### src/rtl/core/idnl_pkg.sv
`default_nettype none

package idnl_pkg;

	// special characters of the database text
	localparam logic [7:0] CH_HASH = 8'h23;
	localparam logic [7:0] CH_TAB  = 8'h09;
	localparam logic [7:0] CH_NL   = 8'h0A;

	// configuration register indexes
	localparam logic CFG_WANTED_VENDOR = 1'b0;
	localparam logic CFG_WANTED_DEVICE = 1'b1;

	// result queue depth and pointer width
	localparam int unsigned QUEUE_DEPTH = 4;
	localparam int unsigned QUEUE_AW    = $clog2(QUEUE_DEPTH);

	typedef enum logic [1:0] {
		KIND_VENDOR_CHAR = 2'd0,
		KIND_DEVICE_CHAR = 2'd1,
		KIND_VENDOR_END  = 2'd2,
		KIND_FINISHED    = 2'd3
	} kind_t;

	typedef struct packed {
		kind_t       kind;
		logic [7:0]  name_char;
		logic        vendor_found;
		logic        device_found;
		logic        last;
	} result_t;

	// zero, one or two results produced by one byte
	typedef struct packed {
		logic [1:0]  count;
		result_t     r0;
		result_t     r1;
	} push_t;

	// hex digit value, non-hex characters count as zero
	function automatic logic [3:0] hex_value(input logic [7:0] c);
		logic [7:0] d;
		begin
			d = 8'd0;
			if (c >= 8'h30 && c <= 8'h39) begin
				d = c - 8'h30;
			end else if (c >= 8'h61 && c <= 8'h66) begin
				d = c - 8'h57;
			end else if (c >= 8'h41 && c <= 8'h46) begin
				d = c - 8'h37;
			end
			hex_value = d[3:0];
		end
	endfunction

endpackage

`default_nettype wire

### src/rtl/core/idnl_parse.sv
`default_nettype none

module idnl_parse (
	input  wire logic              clk,
	input  wire logic              arst_n,
	input  wire logic              take,
	input  wire logic [7:0]        text_byte,
	input  wire logic              first_byte,
	input  wire logic              final_byte,
	input  wire logic [15:0]       wanted_vendor,
	input  wire logic [15:0]       wanted_device,
	output idnl_pkg::push_t        push
);
	import idnl_pkg::*;

	typedef struct packed {
		logic [2:0]  column;
		logic [15:0] line_vendor;
		logic [15:0] line_device;
		logic [15:0] section_vendor;
		logic        is_vendor_line;
		logic        is_device_line;
		logic        skip_rest;
		logic        line_starts_tab;
		logic        fnd_vendor;
		logic        fnd_device;
		logic        vend_sent;
		logic        finished;
	} parse_state_t;

	localparam parse_state_t CLEAR_STATE = '{
		column:          3'd0,
		line_vendor:     16'd0,
		line_device:     16'd0,
		section_vendor:  16'd0,
		is_vendor_line:  1'b1,
		is_device_line:  1'b1,
		skip_rest:       1'b0,
		line_starts_tab: 1'b0,
		fnd_vendor:      1'b0,
		fnd_device:      1'b0,
		vend_sent:       1'b0,
		finished:        1'b0
	};

	parse_state_t state_q;
	parse_state_t nxt;

	// one byte of parsing: state update and up to two results
	always_comb begin
		parse_state_t st;
		logic [2:0]   col;
		logic         act;
		logic         vc;
		logic         dc;
		logic [1:0]   cd;
		logic [1:0]   n;
		kind_t        k0;
		kind_t        k1;
		logic [7:0]   c0;
		logic [7:0]   c1;

		st  = first_byte ? CLEAR_STATE : state_q;
		nxt = st;
		col = st.column;
		act = 1'b1;
		vc  = 1'b0;
		dc  = 1'b0;
		cd  = 2'(col - 3'd1);
		n   = 2'd0;
		k0  = KIND_FINISHED;
		k1  = KIND_FINISHED;
		c0  = 8'd0;
		c1  = 8'd0;

		if (!st.finished) begin
			if (text_byte == CH_NL) begin
				// end of line clears the line state
				nxt.column          = 3'd0;
				nxt.line_vendor     = 16'd0;
				nxt.line_device     = 16'd0;
				nxt.skip_rest       = 1'b0;
				nxt.is_vendor_line  = 1'b1;
				nxt.is_device_line  = 1'b1;
				nxt.line_starts_tab = 1'b0;
				if (st.fnd_vendor && !st.vend_sent) begin
					nxt.vend_sent = 1'b1;
					k0 = KIND_VENDOR_END;
					n  = 2'd1;
				end
				if (st.fnd_device) begin
					nxt.finished = 1'b1;
					if (n == 2'd0) begin
						k0 = KIND_FINISHED;
					end else begin
						k1 = KIND_FINISHED;
					end
					n = n + 2'd1;
				end
			end else begin
				if (col != 3'd7) begin
					nxt.column = col + 3'd1;
				end
				if (col == 3'd0) begin
					nxt.line_starts_tab = (text_byte == CH_TAB);
				end
				// early exits of the character parser
				if (!st.fnd_vendor && nxt.line_starts_tab) begin
					act = 1'b0;
				end
				if (act && st.skip_rest) begin
					act = 1'b0;
				end
				if (act && text_byte == CH_HASH) begin
					nxt.skip_rest = 1'b1;
					act = 1'b0;
				end
				if (act && !st.is_vendor_line && col < 3'd1) begin
					act = 1'b0;
				end
				if (act && !st.is_device_line && col < 3'd2) begin
					act = 1'b0;
				end
				// vendor id digits in columns 0..3
				if (act && col < 3'd4 && st.is_vendor_line) begin
					if (text_byte == CH_TAB) begin
						nxt.is_vendor_line = 1'b0;
						act = 1'b0;
					end else begin
						nxt.line_vendor = st.line_vendor |
							(16'(hex_value(text_byte)) << {~col[1:0], 2'b00});
					end
				end
				// device id digits in columns 1..4
				if (act && col >= 3'd1 && col < 3'd5 && !nxt.is_vendor_line) begin
					if (text_byte == CH_TAB) begin
						nxt.is_device_line = 1'b0;
						act = 1'b0;
					end else begin
						nxt.line_device = st.line_device |
							(16'(hex_value(text_byte)) << {~cd, 2'b00});
					end
				end
				if (act && col == 3'd4 && nxt.is_vendor_line) begin
					nxt.section_vendor = nxt.line_vendor;
				end
				// name characters
				if (act && nxt.is_vendor_line && nxt.section_vendor == wanted_vendor &&
					col >= 3'd6) begin
					vc = 1'b1;
					nxt.fnd_vendor = 1'b1;
				end
				if (act && nxt.is_device_line && nxt.line_device == wanted_device &&
					nxt.section_vendor == wanted_vendor && col == 3'd7) begin
					dc = 1'b1;
					nxt.fnd_device = 1'b1;
				end
				if (vc) begin
					k0 = KIND_VENDOR_CHAR;
					c0 = text_byte;
					n  = 2'd1;
				end
				if (dc && !(final_byte && vc)) begin
					if (n == 2'd0) begin
						k0 = KIND_DEVICE_CHAR;
						c0 = text_byte;
					end else begin
						k1 = KIND_DEVICE_CHAR;
						c1 = text_byte;
					end
					n = n + 2'd1;
				end
			end
			// final byte closes the lookup
			if (final_byte && !nxt.finished) begin
				nxt.finished = 1'b1;
				if (n == 2'd0) begin
					k0 = KIND_FINISHED;
					c0 = 8'd0;
				end else begin
					k1 = KIND_FINISHED;
					c1 = 8'd0;
				end
				n = n + 2'd1;
			end
		end

		push.count           = n;
		push.r0.kind         = k0;
		push.r0.name_char    = c0;
		push.r0.vendor_found = nxt.fnd_vendor;
		push.r0.device_found = nxt.fnd_device;
		push.r0.last         = (n == 2'd1);
		push.r1.kind         = k1;
		push.r1.name_char    = c1;
		push.r1.vendor_found = nxt.fnd_vendor;
		push.r1.device_found = nxt.fnd_device;
		push.r1.last         = 1'b1;
	end

	// parse state
	always_ff @(posedge clk or negedge arst_n) begin
		if (!arst_n) begin
			state_q <= CLEAR_STATE;
		end else if (take) begin
			state_q <= nxt;
		end
	end

endmodule

`default_nettype wire

### src/rtl/core/idnl_queue.sv
`default_nettype none

module idnl_queue (
	input  wire logic              clk,
	input  wire logic              arst_n,
	input  wire logic              push_en,
	input  wire idnl_pkg::push_t   push,
	output logic                   room,
	output logic                   res_valid,
	input  wire logic              res_ready,
	output idnl_pkg::result_t      res
);
	import idnl_pkg::*;

	result_t                mem_q [QUEUE_DEPTH];
	logic [QUEUE_AW-1:0]    wptr_q;
	logic [QUEUE_AW-1:0]    rptr_q;
	logic [QUEUE_AW:0]      count_q;
	logic [1:0]             n_push;
	logic                   pop;

	// room for two more results
	assign room      = (count_q <= (QUEUE_AW+1)'(QUEUE_DEPTH - 2));
	assign res_valid = (count_q != '0);
	assign res       = mem_q[rptr_q];
	assign pop       = res_valid && res_ready;
	assign n_push    = push_en ? push.count : 2'd0;

	// result storage
	always_ff @(posedge clk) begin
		if (n_push != 2'd0) begin
			mem_q[wptr_q] <= push.r0;
		end
		if (n_push == 2'd2) begin
			mem_q[wptr_q + QUEUE_AW'(1)] <= push.r1;
		end
	end

	// pointers and fill count
	always_ff @(posedge clk or negedge arst_n) begin
		if (!arst_n) begin
			wptr_q  <= '0;
			rptr_q  <= '0;
			count_q <= '0;
		end else begin
			wptr_q  <= wptr_q + QUEUE_AW'(n_push);
			rptr_q  <= rptr_q + QUEUE_AW'(pop);
			count_q <= count_q + (QUEUE_AW+1)'(n_push) - (QUEUE_AW+1)'(pop);
		end
	end

endmodule

`default_nettype wire

### src/rtl/core/id_database_name_lookup.sv
// ID database name lookup
//
// Bytes of a text ID database come in on the text request channel
// (text_valid/text_ready) with first_byte marking the start of a lookup and
// final_byte the last byte. Results leave on the res channel
// (res_valid/res_ready): vendor and device name characters, a vendor-end mark
// and one finish result carrying both found flags; last marks the final
// result of a byte. wanted_vendor and wanted_device are written through
// cfg_we/cfg_index/cfg_data; the user must do so only while the block is
// idle; the block itself does not enforce this.
//
// A byte is taken into an input register, parsed from there once the queue
// has room, and its results are written into a four-entry result queue. One
// byte is accepted per cycle as long as the queue has room for two results;
// a byte that yields two results fills two queue entries, so the sustained
// rate follows the drain rate of the res channel. When the receiver stalls,
// the queue fills and text_ready drops; nothing is lost. Reset clears the
// parse state, the queue and both configuration registers.

`default_nettype none

module id_database_name_lookup (
	input  wire logic        clk,
	input  wire logic        arst_n,
	input  wire logic        text_valid,
	output logic             text_ready,
	input  wire logic [7:0]  text_byte,
	input  wire logic        first_byte,
	input  wire logic        final_byte,
	output logic             res_valid,
	input  wire logic        res_ready,
	output logic [1:0]       kind,
	output logic [7:0]       name_char,
	output logic             vendor_found,
	output logic             device_found,
	output logic             last,
	input  wire logic        cfg_we,
	input  wire logic        cfg_index,
	input  wire logic [15:0] cfg_data
);
	import idnl_pkg::*;

	logic        valid_s1;
	logic [7:0]  byte_s1;
	logic        first_s1;
	logic        final_s1;
	logic [15:0] wanted_vendor_q;
	logic [15:0] wanted_device_q;
	logic        room;
	logic        take;
	push_t       push;
	result_t     res;

	assign take       = valid_s1 && room;
	assign text_ready = !valid_s1 || room;

	// configuration registers
	always_ff @(posedge clk or negedge arst_n) begin
		if (!arst_n) begin
			wanted_vendor_q <= 16'd0;
			wanted_device_q <= 16'd0;
		end else if (cfg_we) begin
			unique case (cfg_index)
				CFG_WANTED_VENDOR: wanted_vendor_q <= cfg_data;
				CFG_WANTED_DEVICE: wanted_device_q <= cfg_data;
				default: ;
			endcase
		end
	end

	// input register
	always_ff @(posedge clk or negedge arst_n) begin
		if (!arst_n) begin
			valid_s1 <= 1'b0;
		end else if (text_ready) begin
			valid_s1 <= text_valid;
		end
	end

	always_ff @(posedge clk) begin
		if (text_valid && text_ready) begin
			byte_s1  <= text_byte;
			first_s1 <= first_byte;
			final_s1 <= final_byte;
		end
	end

	idnl_parse u_parse (
		.clk           (clk),
		.arst_n        (arst_n),
		.take          (take),
		.text_byte     (byte_s1),
		.first_byte    (first_s1),
		.final_byte    (final_s1),
		.wanted_vendor (wanted_vendor_q),
		.wanted_device (wanted_device_q),
		.push          (push)
	);

	idnl_queue u_queue (
		.clk       (clk),
		.arst_n    (arst_n),
		.push_en   (take),
		.push      (push),
		.room      (room),
		.res_valid (res_valid),
		.res_ready (res_ready),
		.res       (res)
	);

	// result fields
	assign kind         = res.kind;
	assign name_char    = res.name_char;
	assign vendor_found = res.vendor_found;
	assign device_found = res.device_found;
	assign last         = res.last;

endmodule

`default_nettype wire
### config.mk
export PLATFORM = sky130hd
export DESIGN_NAME = id_database_name_lookup
export DESIGN_NICKNAME = d
export VERILOG_FILES = /design/src/rtl/core/idnl_pkg.sv /design/src/rtl/core/idnl_parse.sv /design/src/rtl/core/idnl_queue.sv /design/src/rtl/core/id_database_name_lookup.sv
export SDC_FILE = /design/constraint.sdc
export NUM_CORES = 1
export LEC_CHECK = 0
export BUFFER_PORTS_ARGS = -buffer_cell sky130_fd_sc_hd__buf_2
export CAP_MARGIN = 15
export CORE_ASPECT_RATIO = 2
export CORE_MARGIN = 4
export CORE_UTILIZATION = 60
export CTS_CLUSTER_DIAMETER = 100
export DETAILED_ROUTE_END_ITERATION = 16
export GPL_ROUTABILITY_DRIVEN = 0
export GPL_TIMING_DRIVEN = 0
export PLACE_DENSITY = 0.83
export SYNTH_ARGS = -nofsm -noshare
export SYNTH_HDL_FRONTEND = slang
export SYNTH_HIERARCHICAL = 1
export SYNTH_SLANG_ARGS = --single-unit
### constraint.sdc
create_clock -name clk -period 8.86 [get_ports clk]
set_clock_uncertainty 0.15 [all_clocks]
set_input_delay 2.215 -clock clk [delete_from_list [all_inputs] [get_ports clk]]
set_output_delay 2.215 -clock clk [all_outputs]
set_load 0.005 [all_outputs]
# Word-level counts from Yosys, hierarchy flattened
# Memories as Yosys holds them, arrays and structs flattened.
# Cells that the tools add are included.
[op_classes]
add_sub_neg = 13
multipliers = 0
div_mod_pow = 0
n_lt_le_gt_ge = 13
n_eq_ne = 10
shifts = 2
muxes = 120
n_bitwise = 5
reduce_logical = 48
[ops]
columns = ["cell", "count"]
rows = [
  ["two-way mux 16 bit", 10],
  ["two-way mux 59 bit", 2],
  ["two-way mux 8 bit", 13],
  ["two-way mux 2 bit", 28],
  ["two-way mux 1 bit", 54],
  ["two-way mux 4 bit", 11],
  ["two-way mux 35 bit", 1],
  ["== test 16 bit", 2],
  ["OR 16 bit", 2],
  ["<< shifter 4 x 4 -> 16 bit", 2],
  ["logical AND 1 bit", 31],
  ["== test 8 x 4 -> 1 bit (second input constant)", 2],
  ["greater-or-equal comparator 8 x 7 -> 1 bit (second input constant)", 2],
  ["<= comparator 8 x 7 -> 1 bit (second input constant)", 2],
  ["adder 2 x 1 -> 2 bit (second input constant)", 4],
  ["== test 8 x 6 -> 1 bit (second input constant)", 1],
  ["greater-or-equal comparator 8 x 6 -> 1 bit (second input constant)", 1],
  ["<= comparator 8 x 6 -> 1 bit (second input constant)", 1],
  ["zero test 1 bit", 8],
  ["subtractor 4 x 3 -> 4 bit (second input constant)", 2],
  ["== test 3 bit (second input constant)", 2],
  ["zero test 2 bit", 3],
  ["less-than comparator 3 bit (second input constant)", 2],
  ["inverter 2 bit", 2],
  ["22 further kinds", 23],
]
[word_totals]
ff_bits = 109
latch_bits = 0
ramBits = 52
mem_bits_ro = 0
input_bits = 32
output_inout_bits = 15
word_cells = 233
n_memories = 1
[mem_list]
columns = ["name", "depth", "width", "read_ports", "rd_clocked_by_memory_dff", "write_ports", "line_no", "rtl"]
rows = [
  ["u_queue.mem_q", 4, 13, 1, 0, 2, "idnl_queue.sv:15", "result_t mem_q [QUEUE_DEPTH];"],
]

# Depth between registers and ports, before layout
# Gate-level depths: netlist (run 1).
[depth]
word_depth = 63
depth_mapped = 27
mapped_depth_nobuf = 23

# Modules after synthesis
# Netlist (run 1), hierarchy kept.
[by_module_without_submodules]
columns = ["module", "n_inst", "cells_each", "area_each_um2", "seq_area_each_um2"]
rows = [
  ["idnl_parse", 1, 605, 4953.5, 1478.9],
  ["idnl_queue", 1, 171, 3020.4, 1736.7],
  ["id_database_name_lookup", 1, 84, 1602.8, 1126.1],
]

# Worst setup path before layout (run 1)
# OpenSTA, ideal clock, no wires.
[synth_path]
path_type = "register to register"
startpoint = "register first_s1"
endpoint = "memory u_queue/mem_q[3][10] (netlist name) (data pin)"
setup_ns = 0.260
arrival_time_ns = 5.840
path_slack_ns = 2.610
stages_incl_launch_ff = 26
period_less_slack_ns = 6.250
path_cell_list = "edfxtp_1 -> buf_2 -> inv_1 -> nand2_1 -> clkbuf_1 -> ha_1 -> nand2b_1 -> nand3_1 -> clkbuf_1 -> nand2_1 -> nor3_1 -> o22ai_1 -> o41ai_2 -> nand4_1 -> clkbuf_1 -> a211oi_1 -> ha_1 -> mux2i_1 -> ha_1 -> nor2_1 -> a211oi_1 -> nand3b_4 -> or3b_1 -> buf_6 -> buf_12 -> mux2_4"
[synth_rtl]
columns = ["element", "line_no", "rtl"]
rows = [
  ["start: declaration", "id_database_name_lookup.sv:45", "logic first_s1;"],
  ["start signal: assignment", "id_database_name_lookup.sv:83", "first_s1 <= first_byte;"],
  ["end: declaration", "idnl_queue.sv:15", ""],
]

==> metrics.md, run 1 <==
| Metric | Value |
|---|---|
| Critical-path cell list | `buf_2 -> inv_1 -> nand2_1 -> clkbuf_1 -> ha_1 -> nand2b_1 -> nand3_1 -> clkbuf_1 -> nand4_1 -> o2bb2ai_1 -> xor2_1 -> a2111oi_2 -> nand4_1 -> clkbuf_1 -> a211oi_1 -> ha_1 -> mux2i_1 -> ha_1 -> nor2_1 -> a211oi_2 -> nand3b_4 -> nor3_1 -> buf_4 -> mux2_2` |
| Final period demand of the worst path | `8.33 ns` |
| Input/output buffers | `46` |
| Largest net degree at the start of global routing | `61` |
| Number of fill cells | `1,154` |
| Final instance area | `0.0107 sq mm` |
| Initial DRC Count | `779` |
| Bufs on Longest Clock Path | `2` |
| Mean routed wirelength per cell | `25.3 um` |
| Crit path DAT | `8.35 ns` |
| Drt first pass iters | `8` |
| Clock tree from TritonCTS | `built` |
| Register-to-Register Setup Slack | `0.53 ns` |
| Number of buffer and inverter stages on the critical path | `6` |
| Total number of placement rows | `65` |
| Yosys cell types | `90` |
| Layout cell share with drive strength beyond 1 | `25.3%` |
| Clock buffers created by TritonCTS | `17` |
| Number of warnings issued by yosys | `6` |
| Final cell count without fillers | `1,142` |
| Async set-reset flop share out of synthesis | `61.5%` |
| Critical path destination | `u_queue/mem_q[1][5]` |
| Routed vias/inst | `6.98` |
| Worst IR Drop VDD | `0.182 mV` |
| Vias in the first global route | `7,935` |
| Slack of the critical path | `0.529 ns` |
| Setup Fix Bufs, Post-CTS | `0` |
| Total global routing overflow | `0` |
| Maximum level of the CTS H-tree | `4` |
| Max transition margin | `28.2%` |
| Total power | `2.59 mW` |
| Antenna violations before repair | `0` |
| Post-synthesis sequential area ratio | `45.3%` |
| Final-report hold violation count | `0` |
| Leakage dissipation | `4.24 nW` |
| CP delay by family, top | `buffers and inverters` |
| Placed cell count | `1,109` |
| Worst min path class | `flop to flop` |
| Number of max-capacitance violations reported | `0` |
| Critical path required time | `8.88 ns` |
| Worst setup path start | `first_s1` |
| Unrepaired setup endpoints after global routing | `no` |
| Die Y | `187 um` |
| Final period utilization | `94.0%` |
| Setup TNS Final | `0 ns` |
| TritonCTS Sinks | `161` |
| Total stage count of the critical path | `24` |
| Area after detailed placement | `0.0101 sq mm` |
| WS Path Type | `flop to flop` |
| CTS root buffer | `sky130_fd_sc_hd__clkbuf_16` |
| Startpoint of the lowest-slack register-to-register path | `first_s1` |
| Outcome | `completed` |
| # diodes | `0` |
| Total of flip-flops plus latches after synthesis | `161` |
| Via count | `7,973` |
| Layout Nets | `977` |
| Antenna viol nets, final | `0` |
| Total power divided by cell area | `243 mW/mm^2` |
| Final count of negative-setup-slack endpoints | `0` |
| Starting Density | `61.0%` |
| Critical Path End Type | `flop` |
| Post-Syn Area per Cell | `11.1 sq um` |
| Fin. max-slew vios | `0` |
| Critical-path cell with the highest stage delay | `sky130_fd_sc_hd__o2bb2ai_1` |
| Insertion delay of the later-clocked pin in the worst-skew pair | `0.43 ns` |
| Achievable clock frequency | `0.120 GHz` |
| Clock slew at reported path FFs | `0.07 ns` |
| Nature of the critical path startpoint | `flop` |
| Area Overhead vs Synth | `11.4%` |
| Final routed DRC violation total | `0` |
| Post-CTS sizing | `0` |
| Max FO, Critical Path | `10` |
| Transition time of the tightest slew-check pin | `1.07 ns` |
| Area inside the core boundary | `0.0157 sq mm` |
| End of the worst register-to-register path | `u_queue/mem_q[1][5]` |
| Worst stage delay on the critical path | `0.57 ns` |
| Total detailed-routing wirelength | `28,900 um` |
| X dimension of the die | `97.3 um` |
| Synth Flop Type | `sky130_fd_sc_hd__dfrtp_1` |
| Die area | `0.0182 sq mm` |
| GR Util All Layers | `32.2%` |
| Pre-CTS setup slack | `0.557 ns` |
| Depth of the worst register-to-register path | `24` |
| Total I/O pin count | `47` |
| Mapped Cells | `860` |
| Global-route wire length before repair | `44,800 um` |
| Hold buffer count at CTS | `0` |
| Number of flops mapped to enable cells by yosys | `62` |
| Synthesized area | `0.00958 sq mm` |
| Half-perimeter wire length after placement | `21,100 um` |
-- layout by cell type (no fill, tap or decap), drive strengths merged, types with 6 or more instances in the layout --
cell / n
dfrtp: 97
mux2: 87
nand2: 75
buf: 72
inv: 64
edfxtp: 62
o21ai: 51
clkbuf: 44
nor2: 35
a22oi: 21
nand3: 19
a22o: 17
o22ai: 16
ha: 16
nand2b: 15
mux4: 13
nand4: 12
nor4: 12
o2bb2ai: 12
nor3: 12
a2111oi: 11
a21oi: 10
o31ai: 10
o21a: 9
and2: 8
a211oi: 8
mux2i: 7
and3: 7
nor2b: 7
nor3b: 7
or3: 6
xnor2: 6
-- how the worst min path moves through the flow --
| stage | from | endpoint | cells past startpoint |
|---|---|---|---|
| finish | u_parse/state_q[1] | u_parse/state_q[1] | 1 |
| global route | u_parse/state_q[1] | u_parse/state_q[1] | 1 |
| CTS | u_parse/state_q[1] | u_parse/state_q[1] | 1 |
| detailed placement | u_parse/state_q[1] | u_parse/state_q[1] | 1 |
| global placement | u_parse/state_q[42] | u_parse/state_q[42] | 2 |
| floorplan | u_parse/state_q[2] | u_parse/state_q[2] | 2 |
-- Yosys cell counts, types with 16 or more instances --
library cell | n | area share [%]
sky130_fd_sc_hd__dfrtp_1 | 97 | 25
sky130_fd_sc_hd__nand2_1 | 74 | 2.9
sky130_fd_sc_hd__mux2_2 | 67 | 7.9
sky130_fd_sc_hd__edfxtp_1 | 62 | 19
sky130_fd_sc_hd__inv_1 | 57 | 2.2
sky130_fd_sc_hd__o21ai_0 | 48 | 2.5
sky130_fd_sc_hd__nor2_1 | 35 | 1.4
sky130_fd_sc_hd__clkbuf_1 | 26 | 1.0
sky130_fd_sc_hd__a22oi_1 | 21 | 1.6
sky130_fd_sc_hd__mux2_4 | 20 | 3.1
sky130_fd_sc_hd__nand3_1 | 18 | 0.94
sky130_fd_sc_hd__a22o_1 | 16 | 1.5
sky130_fd_sc_hd__ha_1 | 16 | 2.1
sky130_fd_sc_hd__o22ai_1 | 16 | 1.0
-- flip-flops by register name, indices dropped and copies added (netlist names) --
register and flops:
final_s1 1, u_queue/count_q 3, u_parse/state_q 59, u_queue/rptr_q 2, valid_s1 1, byte_s1 8
u_queue/mem_q 52, wanted_device_q 16, u_queue/wptr_q 2, first_s1 1, wanted_vendor_q 16
-- cell type report --
class | count | area, sq um | area share [%]
well taps | 201 | 251 | 2.36
clock buffers | 18 | 429 | 4.02
inverters | 58 | 218 | 2.04
clock inverters | 14 | 131 | 1.23
flip-flops and latches | 161 | 4340 | 40.7
plain buffers | 50 | 285 | 2.67
repair buffers | 48 | 268 | 2.51
multi-input cells | 592 | 4750 | 44.5
-- report_power, final --
group | switching (mW) | internal (mW) | total (mW)
Clock | 0.325 | 0.391 | 0.716
Combinational | 0.540 | 0.319 | 0.859
Sequential | 0.122 | 0.896 | 1.02
-- metal layers --
metal / global-route usage (%) / share of wire [%] / wire length, um
met5: 0 / 0 / 0
met2: 57.6 / 52 / 14900
met4: 25.4 / 9.6 / 2770
met3: 5.87 / 7.1 / 2040
met1: 32.2 / 32 / 9110
-- stage by stage --
step           util (%)  hold slack (ns)
2_1_floorplan         -            0.299
3_3_place_gp       64.1            0.315
3_5_place_dp       64.3            0.322
4_1_cts            67.9            0.338
5_1_grt            68.0            0.344
6_report           68.0            0.335
-- cells by family after synthesis --
kind of cell,after synthesis,synth area share (%)
xor+xnor,9,0.823
mux,107,14.8
simple gates,235,13.4
compound gates,222,18.0
buf+inv,108,5.25
other cells,1,0.0392
flops,161,45.3
fa+ha+maj,17,2.30
Power figures use the tool's default switching activity.
==> run 2, diff against run 1 <==
--- a/config.mk
+++ b/config.mk
@@ -8,7 +8,7 @@
 export BUFFER_PORTS_ARGS = -buffer_cell sky130_fd_sc_hd__buf_2
 export CAP_MARGIN = 15
 export CORE_ASPECT_RATIO = 2
-export CORE_MARGIN = 4
+export CORE_MARGIN = 3
 export CORE_UTILIZATION = 60
 export CTS_CLUSTER_DIAMETER = 100
 export DETAILED_ROUTE_END_ITERATION = 16
==> metrics.md, run 2 (synthesis results as in run 1) <==
| Metric | Value |
|---|---|
| Outcome | `completed (unchanged)` |
| Total detailed-routing wirelength | `28,700 um (was 28,900 um)` |
| Routed vias/inst | `6.91 (was 6.98)` |
| Clock slew at reported path FFs | `0.07 ns (about the same)` |
| Crit path DAT | `8.36 ns (was 8.35 ns)` |
| Total power divided by cell area | `241 mW/mm^2 (was 243 mW/mm^2)` |
| Fin. max-slew vios | `0 (unchanged)` |
| Die Y | `185 um (was 187 um)` |
| Clock buffers created by TritonCTS | `17 (unchanged)` |
| Achievable clock frequency | `0.120 GHz (about the same)` |
| Unrepaired setup endpoints after global routing | `no (unchanged)` |
| Total number of placement rows | `64 (was 65)` |
| Critical path required time | `8.89 ns (was 8.88 ns)` |
| Depth of the worst register-to-register path | `24 (unchanged)` |
| Mean routed wirelength per cell | `25.2 um (was 25.3 um)` |
| Most used cells in the layout excluding fill and tap cells | `97 x sky130_fd_sc_hd__dfrtp_1, 74 x sky130_fd_sc_hd__nand2_1, 67 x sky130_fd_sc_hd__mux2_2, 62 x sky130_fd_sc_hd__edfxtp_1, 57 x sky130_fd_sc_hd__inv_1 (unchanged)` |
| Area inside the core boundary | `0.0155 sq mm (was 0.0157 sq mm)` |
| Max transition margin | `34.5% (was 28.2%)` |
| Insertion delay of the later-clocked pin in the worst-skew pair | `0.43 ns (about the same)` |
| Clock tree from TritonCTS | `built (unchanged)` |
| Worst IR Drop VDD | `0.157 mV (was 0.182 mV)` |
| Top register by number of flip-flops | `u_parse/state_q (unchanged)` |
| Final period utilization | `94.1% (was 94.0%)` |
| Number of max-capacitance violations reported | `0 (unchanged)` |
| Bufs on Longest Clock Path | `2 (unchanged)` |
| Area Overhead vs Synth | `11.1% (was 11.4%)` |
| Final period demand of the worst path | `8.33 ns (about the same)` |
| Hold Path Stages | `1 (unchanged)` |
| Global-route wire length before repair | `44,100 um (was 44,800 um)` |
| Antenna viol nets, final | `0 (unchanged)` |
| Drt first pass iters | `8 (unchanged)` |
| Total power | `2.57 mW (was 2.59 mW)` |
| Slack of the critical path | `0.527 ns (was 0.529 ns)` |
| Total global routing overflow | `0 (unchanged)` |
| Nature of the critical path startpoint | `flop (unchanged)` |
| Layout Nets | `977 (unchanged)` |
| Die area | `0.0176 sq mm (was 0.0182 sq mm)` |
| Number of fill cells | `1,145 (was 1,154)` |
| Initial DRC Count | `817 (was 779)` |
| Post-CTS sizing | `0 (unchanged)` |
| GR Util All Layers | `34.4% (was 32.2%)` |
| Pre-CTS setup slack | `0.567 ns (was 0.557 ns)` |
| TritonCTS Sinks | `161 (unchanged)` |
| Starting Density | `62.0% (was 61.0%)` |
| # diodes | `0 (unchanged)` |
| Critical Path End Type | `flop (unchanged)` |
| Largest registers | `u_parse/state_q x59, u_queue/mem_q x52 (unchanged)` |
| Startpoint of the lowest-slack register-to-register path | `first_s1 (unchanged)` |
| Input/output buffers | `46 (unchanged)` |
| Sink of the worst hold path | `u_parse/state_q[1] (unchanged)` |
| X dimension of the die | `95.3 um (was 97.3 um)` |
| CTS root buffer | `sky130_fd_sc_hd__clkbuf_16 (unchanged)` |
| Number of flip-flops in the largest register | `59 (unchanged)` |
| Register-to-Register Setup Slack | `0.53 ns (about the same)` |
| Worst min path class | `flop to flop (unchanged)` |
| Vias in the first global route | `7,848 (was 7,935)` |
| Half-perimeter wire length after placement | `21,100 um (about the same)` |
| Final count of negative-setup-slack endpoints | `0 (unchanged)` |
| Final routed DRC violation total | `0 (unchanged)` |
| End of the worst register-to-register path | `u_queue/mem_q[1][2] (was u_queue/mem_q[1][5])` |
| Antenna violations before repair | `0 (unchanged)` |
| Setup Fix Bufs, Post-CTS | `0 (unchanged)` |
| Final-report hold violation count | `0 (unchanged)` |
| Total I/O pin count | `47 (unchanged)` |
| Largest net degree at the start of global routing | `60 (was 61)` |
| Maximum level of the CTS H-tree | `4 (unchanged)` |
| Max FO, Critical Path | `10 (unchanged)` |
| Leakage dissipation | `4.24 nW (about the same)` |
| Layout cell share with drive strength beyond 1 | `25.2% (was 25.3%)` |
| Hold_sp | `u_parse/state_q[1] (unchanged)` |
| Leading cell type in the layout, fill and taps excluded | `sky130_fd_sc_hd__dfrtp_1 (unchanged)` |
| Via count | `7,875 (was 7,973)` |
| Hold buffer count at CTS | `0 (unchanged)` |
| Transition time of the tightest slew-check pin | `0.957 ns (was 1.07 ns)` |
| Setup TNS Final | `0 ns (unchanged)` |
| WS Path Type | `flop to flop (unchanged)` |
-- run 2: changes by cell type in the layout (fill, tap and decap cells not counted), sizes merged --
cell,previous run,this run
clkinv,5,4
clkinvlp,2,1
bufinv,1,0
clkbuf,44,45
inv,64,66
-- run 2: per-layer routing --
metal	routed length (um)	track usage, %	share of wire [%]	up-vias
met4	2810	27.4	9.8	0
met3	2130	6.50	7.4	193
met1	8920	34.5	31	3765
li1	-	-	-	3409
met5	0	0	0	-
met2	14800	60.3	52	508
-- run 2: area by class of cell --
cell class / instances / area, sq um / share of cell area (%)
Buffer: 50 / 285 / 2.68
Clock buffer: 19 / 443 / 4.16
Clock inverter: 13 / 100 / 0.940
Inverter: 58 / 218 / 2.05
Multi-Input combinational cell: 592 / 4740 / 44.5
Sequential cell: 161 / 4340 / 40.8
Tap cell: 198 / 248 / 2.33
Timing Repair Buffer: 48 / 268 / 2.52
-- run 2: how the worst max path moves through the flow --
stage	end	start	slack [ns]	cells past startpoint
after global routing	u_queue/mem_q[1][2]	first_s1	0.27	24
after floorplan	u_queue/mem_q[3][10]	first_s1	2.61	25
after global placement	u_queue/mem_q[1][8]	first_s1	0.75	23
after CTS	u_queue/mem_q[1][2]	first_s1	0.52	23
after detailed placement	u_queue/mem_q[1][8]	first_s1	0.57	23
final	u_queue/mem_q[1][2]	first_s1	0.53	24
-- run 2: stage by stage --
stage | std cells | hold WS (ns) | instance area [sq um] | utilization [%]
after global placement | 1105 | 0.315 | 10100 | 65.1
after CTS | 1138 | 0.353 | 10600 | 68.8
after floorplan | 861 | 0.299 | 9580 | -
after global routing | 1139 | 0.372 | 10600 | 68.9
after detailed placement | 1106 | 0.338 | 10100 | 65.3
final | 1139 | 0.359 | 10600 | 68.9
-- run 2: power breakdown --
group          switching (mW)  leakage, nW  internal (mW)
Combinational           0.542         2.13          0.319
Clock                   0.314        0.272          0.371
Sequential              0.123         1.84          0.897
-- run 2: worst max-delay path: stages, from the launching register on --
cell and delay (ns):
sky130_fd_sc_hd__edfxtp_1 0.44, sky130_fd_sc_hd__buf_2 0.31, sky130_fd_sc_hd__inv_1 0.20, sky130_fd_sc_hd__nand2_1 0.22, sky130_fd_sc_hd__clkbuf_1 0.43, sky130_fd_sc_hd__ha_1 0.28, sky130_fd_sc_hd__nand2b_1 0.10, sky130_fd_sc_hd__nand3_1 0.11
sky130_fd_sc_hd__clkbuf_1 0.42, sky130_fd_sc_hd__nand4_1 0.41, sky130_fd_sc_hd__o2bb2ai_1 0.56, sky130_fd_sc_hd__xor2_1 0.17, sky130_fd_sc_hd__a2111oi_2 0.60, sky130_fd_sc_hd__nand4_1 0.31, sky130_fd_sc_hd__clkbuf_1 0.33, sky130_fd_sc_hd__a211oi_1 0.30
sky130_fd_sc_hd__ha_1 0.27, sky130_fd_sc_hd__mux2i_1 0.27, sky130_fd_sc_hd__ha_1 0.18, sky130_fd_sc_hd__nor2_1 0.05, sky130_fd_sc_hd__a211oi_2 0.49, sky130_fd_sc_hd__nand3b_4 0.16, sky130_fd_sc_hd__nor3_1 0.62, sky130_fd_sc_hd__buf_4 0.33
sky130_fd_sc_hd__mux2_2 0.36
==> run 3, diff against run 2 <==
--- a/config.mk
+++ b/config.mk
@@ -17,5 +17,4 @@
 export PLACE_DENSITY = 0.83
 export SYNTH_ARGS = -nofsm -noshare
 export SYNTH_HDL_FRONTEND = slang
-export SYNTH_HIERARCHICAL = 1
 export SYNTH_SLANG_ARGS = --single-unit
==> constraint.sdc (replaced) <==
create_clock -name clk -period 10.75 [get_ports clk]
set_clock_uncertainty 0.15 [all_clocks]
set_input_delay 2.6875 -clock clk [delete_from_list [all_inputs] [get_ports clk]]
set_output_delay 2.6875 -clock clk [all_outputs]
set_load 0.005 [all_outputs]
==> metrics.md, run 3 <==
| Metric | Value |
|---|---|
| Area share of the leading cell type in the synthesized netlist | `27.4% (was 25.3%)` |
| Setup TNS Final | `0 ns (unchanged)` |
| X dimension of the die | `92.0 um (was 95.3 um)` |
| Fin. max-slew vios | `0 (unchanged)` |
| Number of flops mapped to enable cells by yosys | `54 (was 62)` |
| Synth Flop Type | `sky130_fd_sc_hd__dfrtp_1 (unchanged)` |
| Number of warnings issued by yosys | `0 (was 6)` |
| Crit path DAT | `9.30 ns (was 8.36 ns)` |
| Die Y | `178 um (was 185 um)` |
| Initial DRC Count | `761 (was 817)` |
| Via count | `7,574 (was 7,875)` |
| Final cell count without fillers | `1,107 (was 1,139)` |
| Clock slew at reported path FFs | `0.07 ns (about the same)` |
| Placed cell count | `1,072 (was 1,106)` |
| Largest net degree at the start of global routing | `60 (unchanged)` |
| Worst stage delay on the critical path | `0.72 ns (was 0.62 ns)` |
| Final routed DRC violation total | `0 (unchanged)` |
| Layout cell share with drive strength beyond 1 | `16.5% (was 25.2%)` |
| Final period utilization | `85.4% (was 94.1%)` |
| Half-perimeter wire length after placement | `18,400 um (was 21,100 um)` |
| Most common cell type on the critical path | `sky130_fd_sc_hd__clkbuf_1` |
| Area Overhead vs Synth | `12.1% (was 11.1%)` |
| Layout Nets | `955 (was 977)` |
| Final period demand of the worst path | `9.18 ns (was 8.33 ns)` |
| Routed vias/inst | `6.84 (was 6.91)` |
| Global-route wire length before repair | `39,700 um (was 44,100 um)` |
| Mean routed wirelength per cell | `22.5 um (was 25.2 um)` |
| Library cell occupying the most area in the post-synthesis netlist | `sky130_fd_sc_hd__dfrtp_1 (unchanged)` |
| Die area | `0.0164 sq mm (was 0.0176 sq mm)` |
| Antenna viol nets, final | `0 (unchanged)` |
| Post-CTS sizing | `0 (unchanged)` |
| Total power | `2.16 mW (was 2.57 mW)` |
| Synthesized area | `0.00887 sq mm (was 0.00958 sq mm)` |
| Worst min path class | `flop to flop (unchanged)` |
| Largest registers | `u_parse.state_q x59, u_queue.mem_q x52 (was u_parse/state_q x59, u_queue/mem_q x52)` |
| Hold Path Stages | `1 (unchanged)` |
| Leading cell type by number of instances after synthesis | `sky130_fd_sc_hd__dfrtp_1 (unchanged)` |
| Total detailed-routing wirelength | `24,900 um (was 28,700 um)` |
| Critical path required time | `10.87 ns (was 8.89 ns)` |
| Leakage dissipation | `3.93 nW (was 4.24 nW)` |
| Critical Path End Type | `flop (unchanged)` |
| Hold buffer count at CTS | `0 (unchanged)` |
| Register-to-Register Setup Slack | `1.57 ns (was 0.53 ns)` |
| Input/output buffers | `46 (unchanged)` |
| Leading cell type in the layout, fill and taps excluded | `sky130_fd_sc_hd__dfrtp_1 (unchanged)` |
| Post-Syn Area per Cell | `10.6 sq um (was 11.1 sq um)` |
| Nature of the critical path startpoint | `flop (unchanged)` |
| Leading cell types by count after synthesis | `97 x sky130_fd_sc_hd__dfrtp_1, 71 x sky130_fd_sc_hd__nand2_1, 54 x sky130_fd_sc_hd__edfxtp_1, 48 x sky130_fd_sc_hd__nor2_1, 46 x sky130_fd_sc_hd__o21ai_0 (was 97 x sky130_fd_sc_hd__dfrtp_1, 74 x sky130_fd_sc_hd__nand2_1, 67 x sky130_fd_sc_hd__mux2_2, 62 x sky130_fd_sc_hd__edfxtp_1, 57 x sky130_fd_sc_hd__inv_1)` |
| Transition time of the tightest slew-check pin | `0.887 ns (was 0.957 ns)` |
| Most used cells in the layout excluding fill and tap cells | `97 x sky130_fd_sc_hd__dfrtp_1, 71 x sky130_fd_sc_hd__nand2_1, 54 x sky130_fd_sc_hd__edfxtp_1, 51 x sky130_fd_sc_hd__buf_2, 48 x sky130_fd_sc_hd__nor2_1 (was 97 x sky130_fd_sc_hd__dfrtp_1, 74 x sky130_fd_sc_hd__nand2_1, 67 x sky130_fd_sc_hd__mux2_2, 62 x sky130_fd_sc_hd__edfxtp_1, 57 x sky130_fd_sc_hd__inv_1)` |
| Bufs on Longest Clock Path | `2 (unchanged)` |
| TritonCTS Sinks | `161 (unchanged)` |
| Clock tree from TritonCTS | `built (unchanged)` |
| GR Util All Layers | `31.8% (was 34.4%)` |
| Starting Density | `61.5% (was 62.0%)` |
| Total power divided by cell area | `217 mW/mm^2 (was 241 mW/mm^2)` |
| Yosys cell types | `80 (was 90)` |
| Maximum level of the CTS H-tree | `4 (unchanged)` |
| CTS root buffer | `sky130_fd_sc_hd__clkbuf_16 (unchanged)` |
| Unrepaired setup endpoints after global routing | `no (unchanged)` |
| Antenna violations before repair | `0 (unchanged)` |
| Number of buffer and inverter stages on the critical path | `7 (was 6)` |
| Top register by number of flip-flops | `u_parse.state_q (was u_parse/state_q)` |
| Final instance area | `0.00995 sq mm (was 0.0106 sq mm)` |
| Biggest area contributors in the synthesized netlist | `sky130_fd_sc_hd__dfrtp_1 27%, sky130_fd_sc_hd__edfxtp_1 18%, sky130_fd_sc_hd__mux2_2 3.8% (was sky130_fd_sc_hd__dfrtp_1 25%, sky130_fd_sc_hd__edfxtp_1 19%, sky130_fd_sc_hd__mux2_2 7.9%)` |
| Max transition margin | `40.4% (was 34.5%)` |
| Clock buffers created by TritonCTS | `17 (unchanged)` |
| CP delay by family, top | `simple AND/OR/NAND/NOR gates (was buffers and inverters)` |
| Achievable clock frequency | `0.109 GHz (was 0.120 GHz)` |
| Outcome | `completed (unchanged)` |
| Synthesized netlist net count | `886` |
| Number of max-capacitance violations reported | `0 (unchanged)` |
| Depth of the worst register-to-register path | `29 (was 24)` |
| Critical-path cell with the highest stage delay | `sky130_fd_sc_hd__nor4_4 (was sky130_fd_sc_hd__nor3_1)` |
| Mapped Cells | `833 (was 860)` |
| Total I/O pin count | `47 (unchanged)` |
| Final-report hold violation count | `0 (unchanged)` |
| Post-synthesis sequential area ratio | `48.0% (was 45.3%)` |
| Total stage count of the critical path | `29 (was 24)` |
| Final count of negative-setup-slack endpoints | `0 (unchanged)` |
| # diodes | `0 (unchanged)` |
| Area after detailed placement | `0.00937 sq mm (was 0.0101 sq mm)` |
| Max FO, Critical Path | `10 (unchanged)` |
| Number of flip-flops in the largest register | `59 (unchanged)` |
| Total number of placement rows | `62 (was 64)` |
| Setup Fix Bufs, Post-CTS | `0 (unchanged)` |
| Drt first pass iters | `6 (was 8)` |
| Async set-reset flop share out of synthesis | `61.5% (unchanged)` |
| Total global routing overflow | `0 (unchanged)` |
| Area inside the core boundary | `0.0144 sq mm (was 0.0155 sq mm)` |
| Vias in the first global route | `7,440 (was 7,848)` |
| Total of flip-flops plus latches after synthesis | `161 (unchanged)` |
| WS Path Type | `flop to flop (unchanged)` |
| Worst IR Drop VDD | `0.149 mV (was 0.157 mV)` |
| Insertion delay of the later-clocked pin in the worst-skew pair | `0.43 ns (about the same)` |
## run 3: per-stage QoR
step	worst slack (ns)	hold slack, ns	util (%)
global placement	2.01	0.294	64.7
global route	1.01	0.346	68.9
detailed placement	1.93	0.310	64.9
finish	1.57	0.322	68.9
CTS	1.86	0.325	68.8
floorplan	4.13	0.281	-
## run 3: where the power goes
| part | total, mW | switching (mW) | internal, mW |
|---|---|---|---|
| Sequential | 0.873 | 0.112 | 0.761 |
| Combinational | 0.700 | 0.423 | 0.277 |
| Clock | 0.584 | 0.264 | 0.320 |
| Total | 2.16 | 0.799 | 1.36 |
## run 3: cell type report
class / instances / area (sq um)
multi-input cells: 592 / 4300
clock inverters: 15 / 130
fillers: 1116 / 4480
repair buffers: 50 / 280
inverters: 43 / 161
plain buffers: 37 / 150
flip-flops and latches: 161 / 4260
clock buffers: 17 / 425
well taps: 192 / 240
## run 3: logic make-up after synthesis
logic type	after synthesis	synth area share, %
fa+ha+maj	21	3.05
xor+xnor	18	1.78
compound gates	242	19.7
flops	161	48.0
mux	54	8.49
buf+inv	80	3.51
simple gates	257	15.4
## run 3: final timing paths
check | start | endpoint
hold / removal | u_queue.mem_q[3][0] | u_queue.mem_q[3][0]
max in group asynchronous | arst_n | u_parse.state_q[6]
hold reg to reg | u_queue.mem_q[3][0] | u_queue.mem_q[3][0]
setup reg to reg | first_s1 | u_queue.mem_q[3][9]
min in group asynchronous | arst_n | u_queue.count_q[1]
setup / recovery | first_s1 | u_queue.mem_q[3][9]
## run 3: metal layers
| layer | global-route usage [%] | vias up | part of all wire (%) |
|---|---|---|---|
| met4 | 24.8 | 0 | 8.9 |
| met5 | 0 | - | 0 |
| met3 | 4.75 | 168 | 6.5 |
| met2 | 56.3 | 492 | 52 |
| li1 | - | 3312 | - |
| met1 | 33.4 | 3602 | 32 |
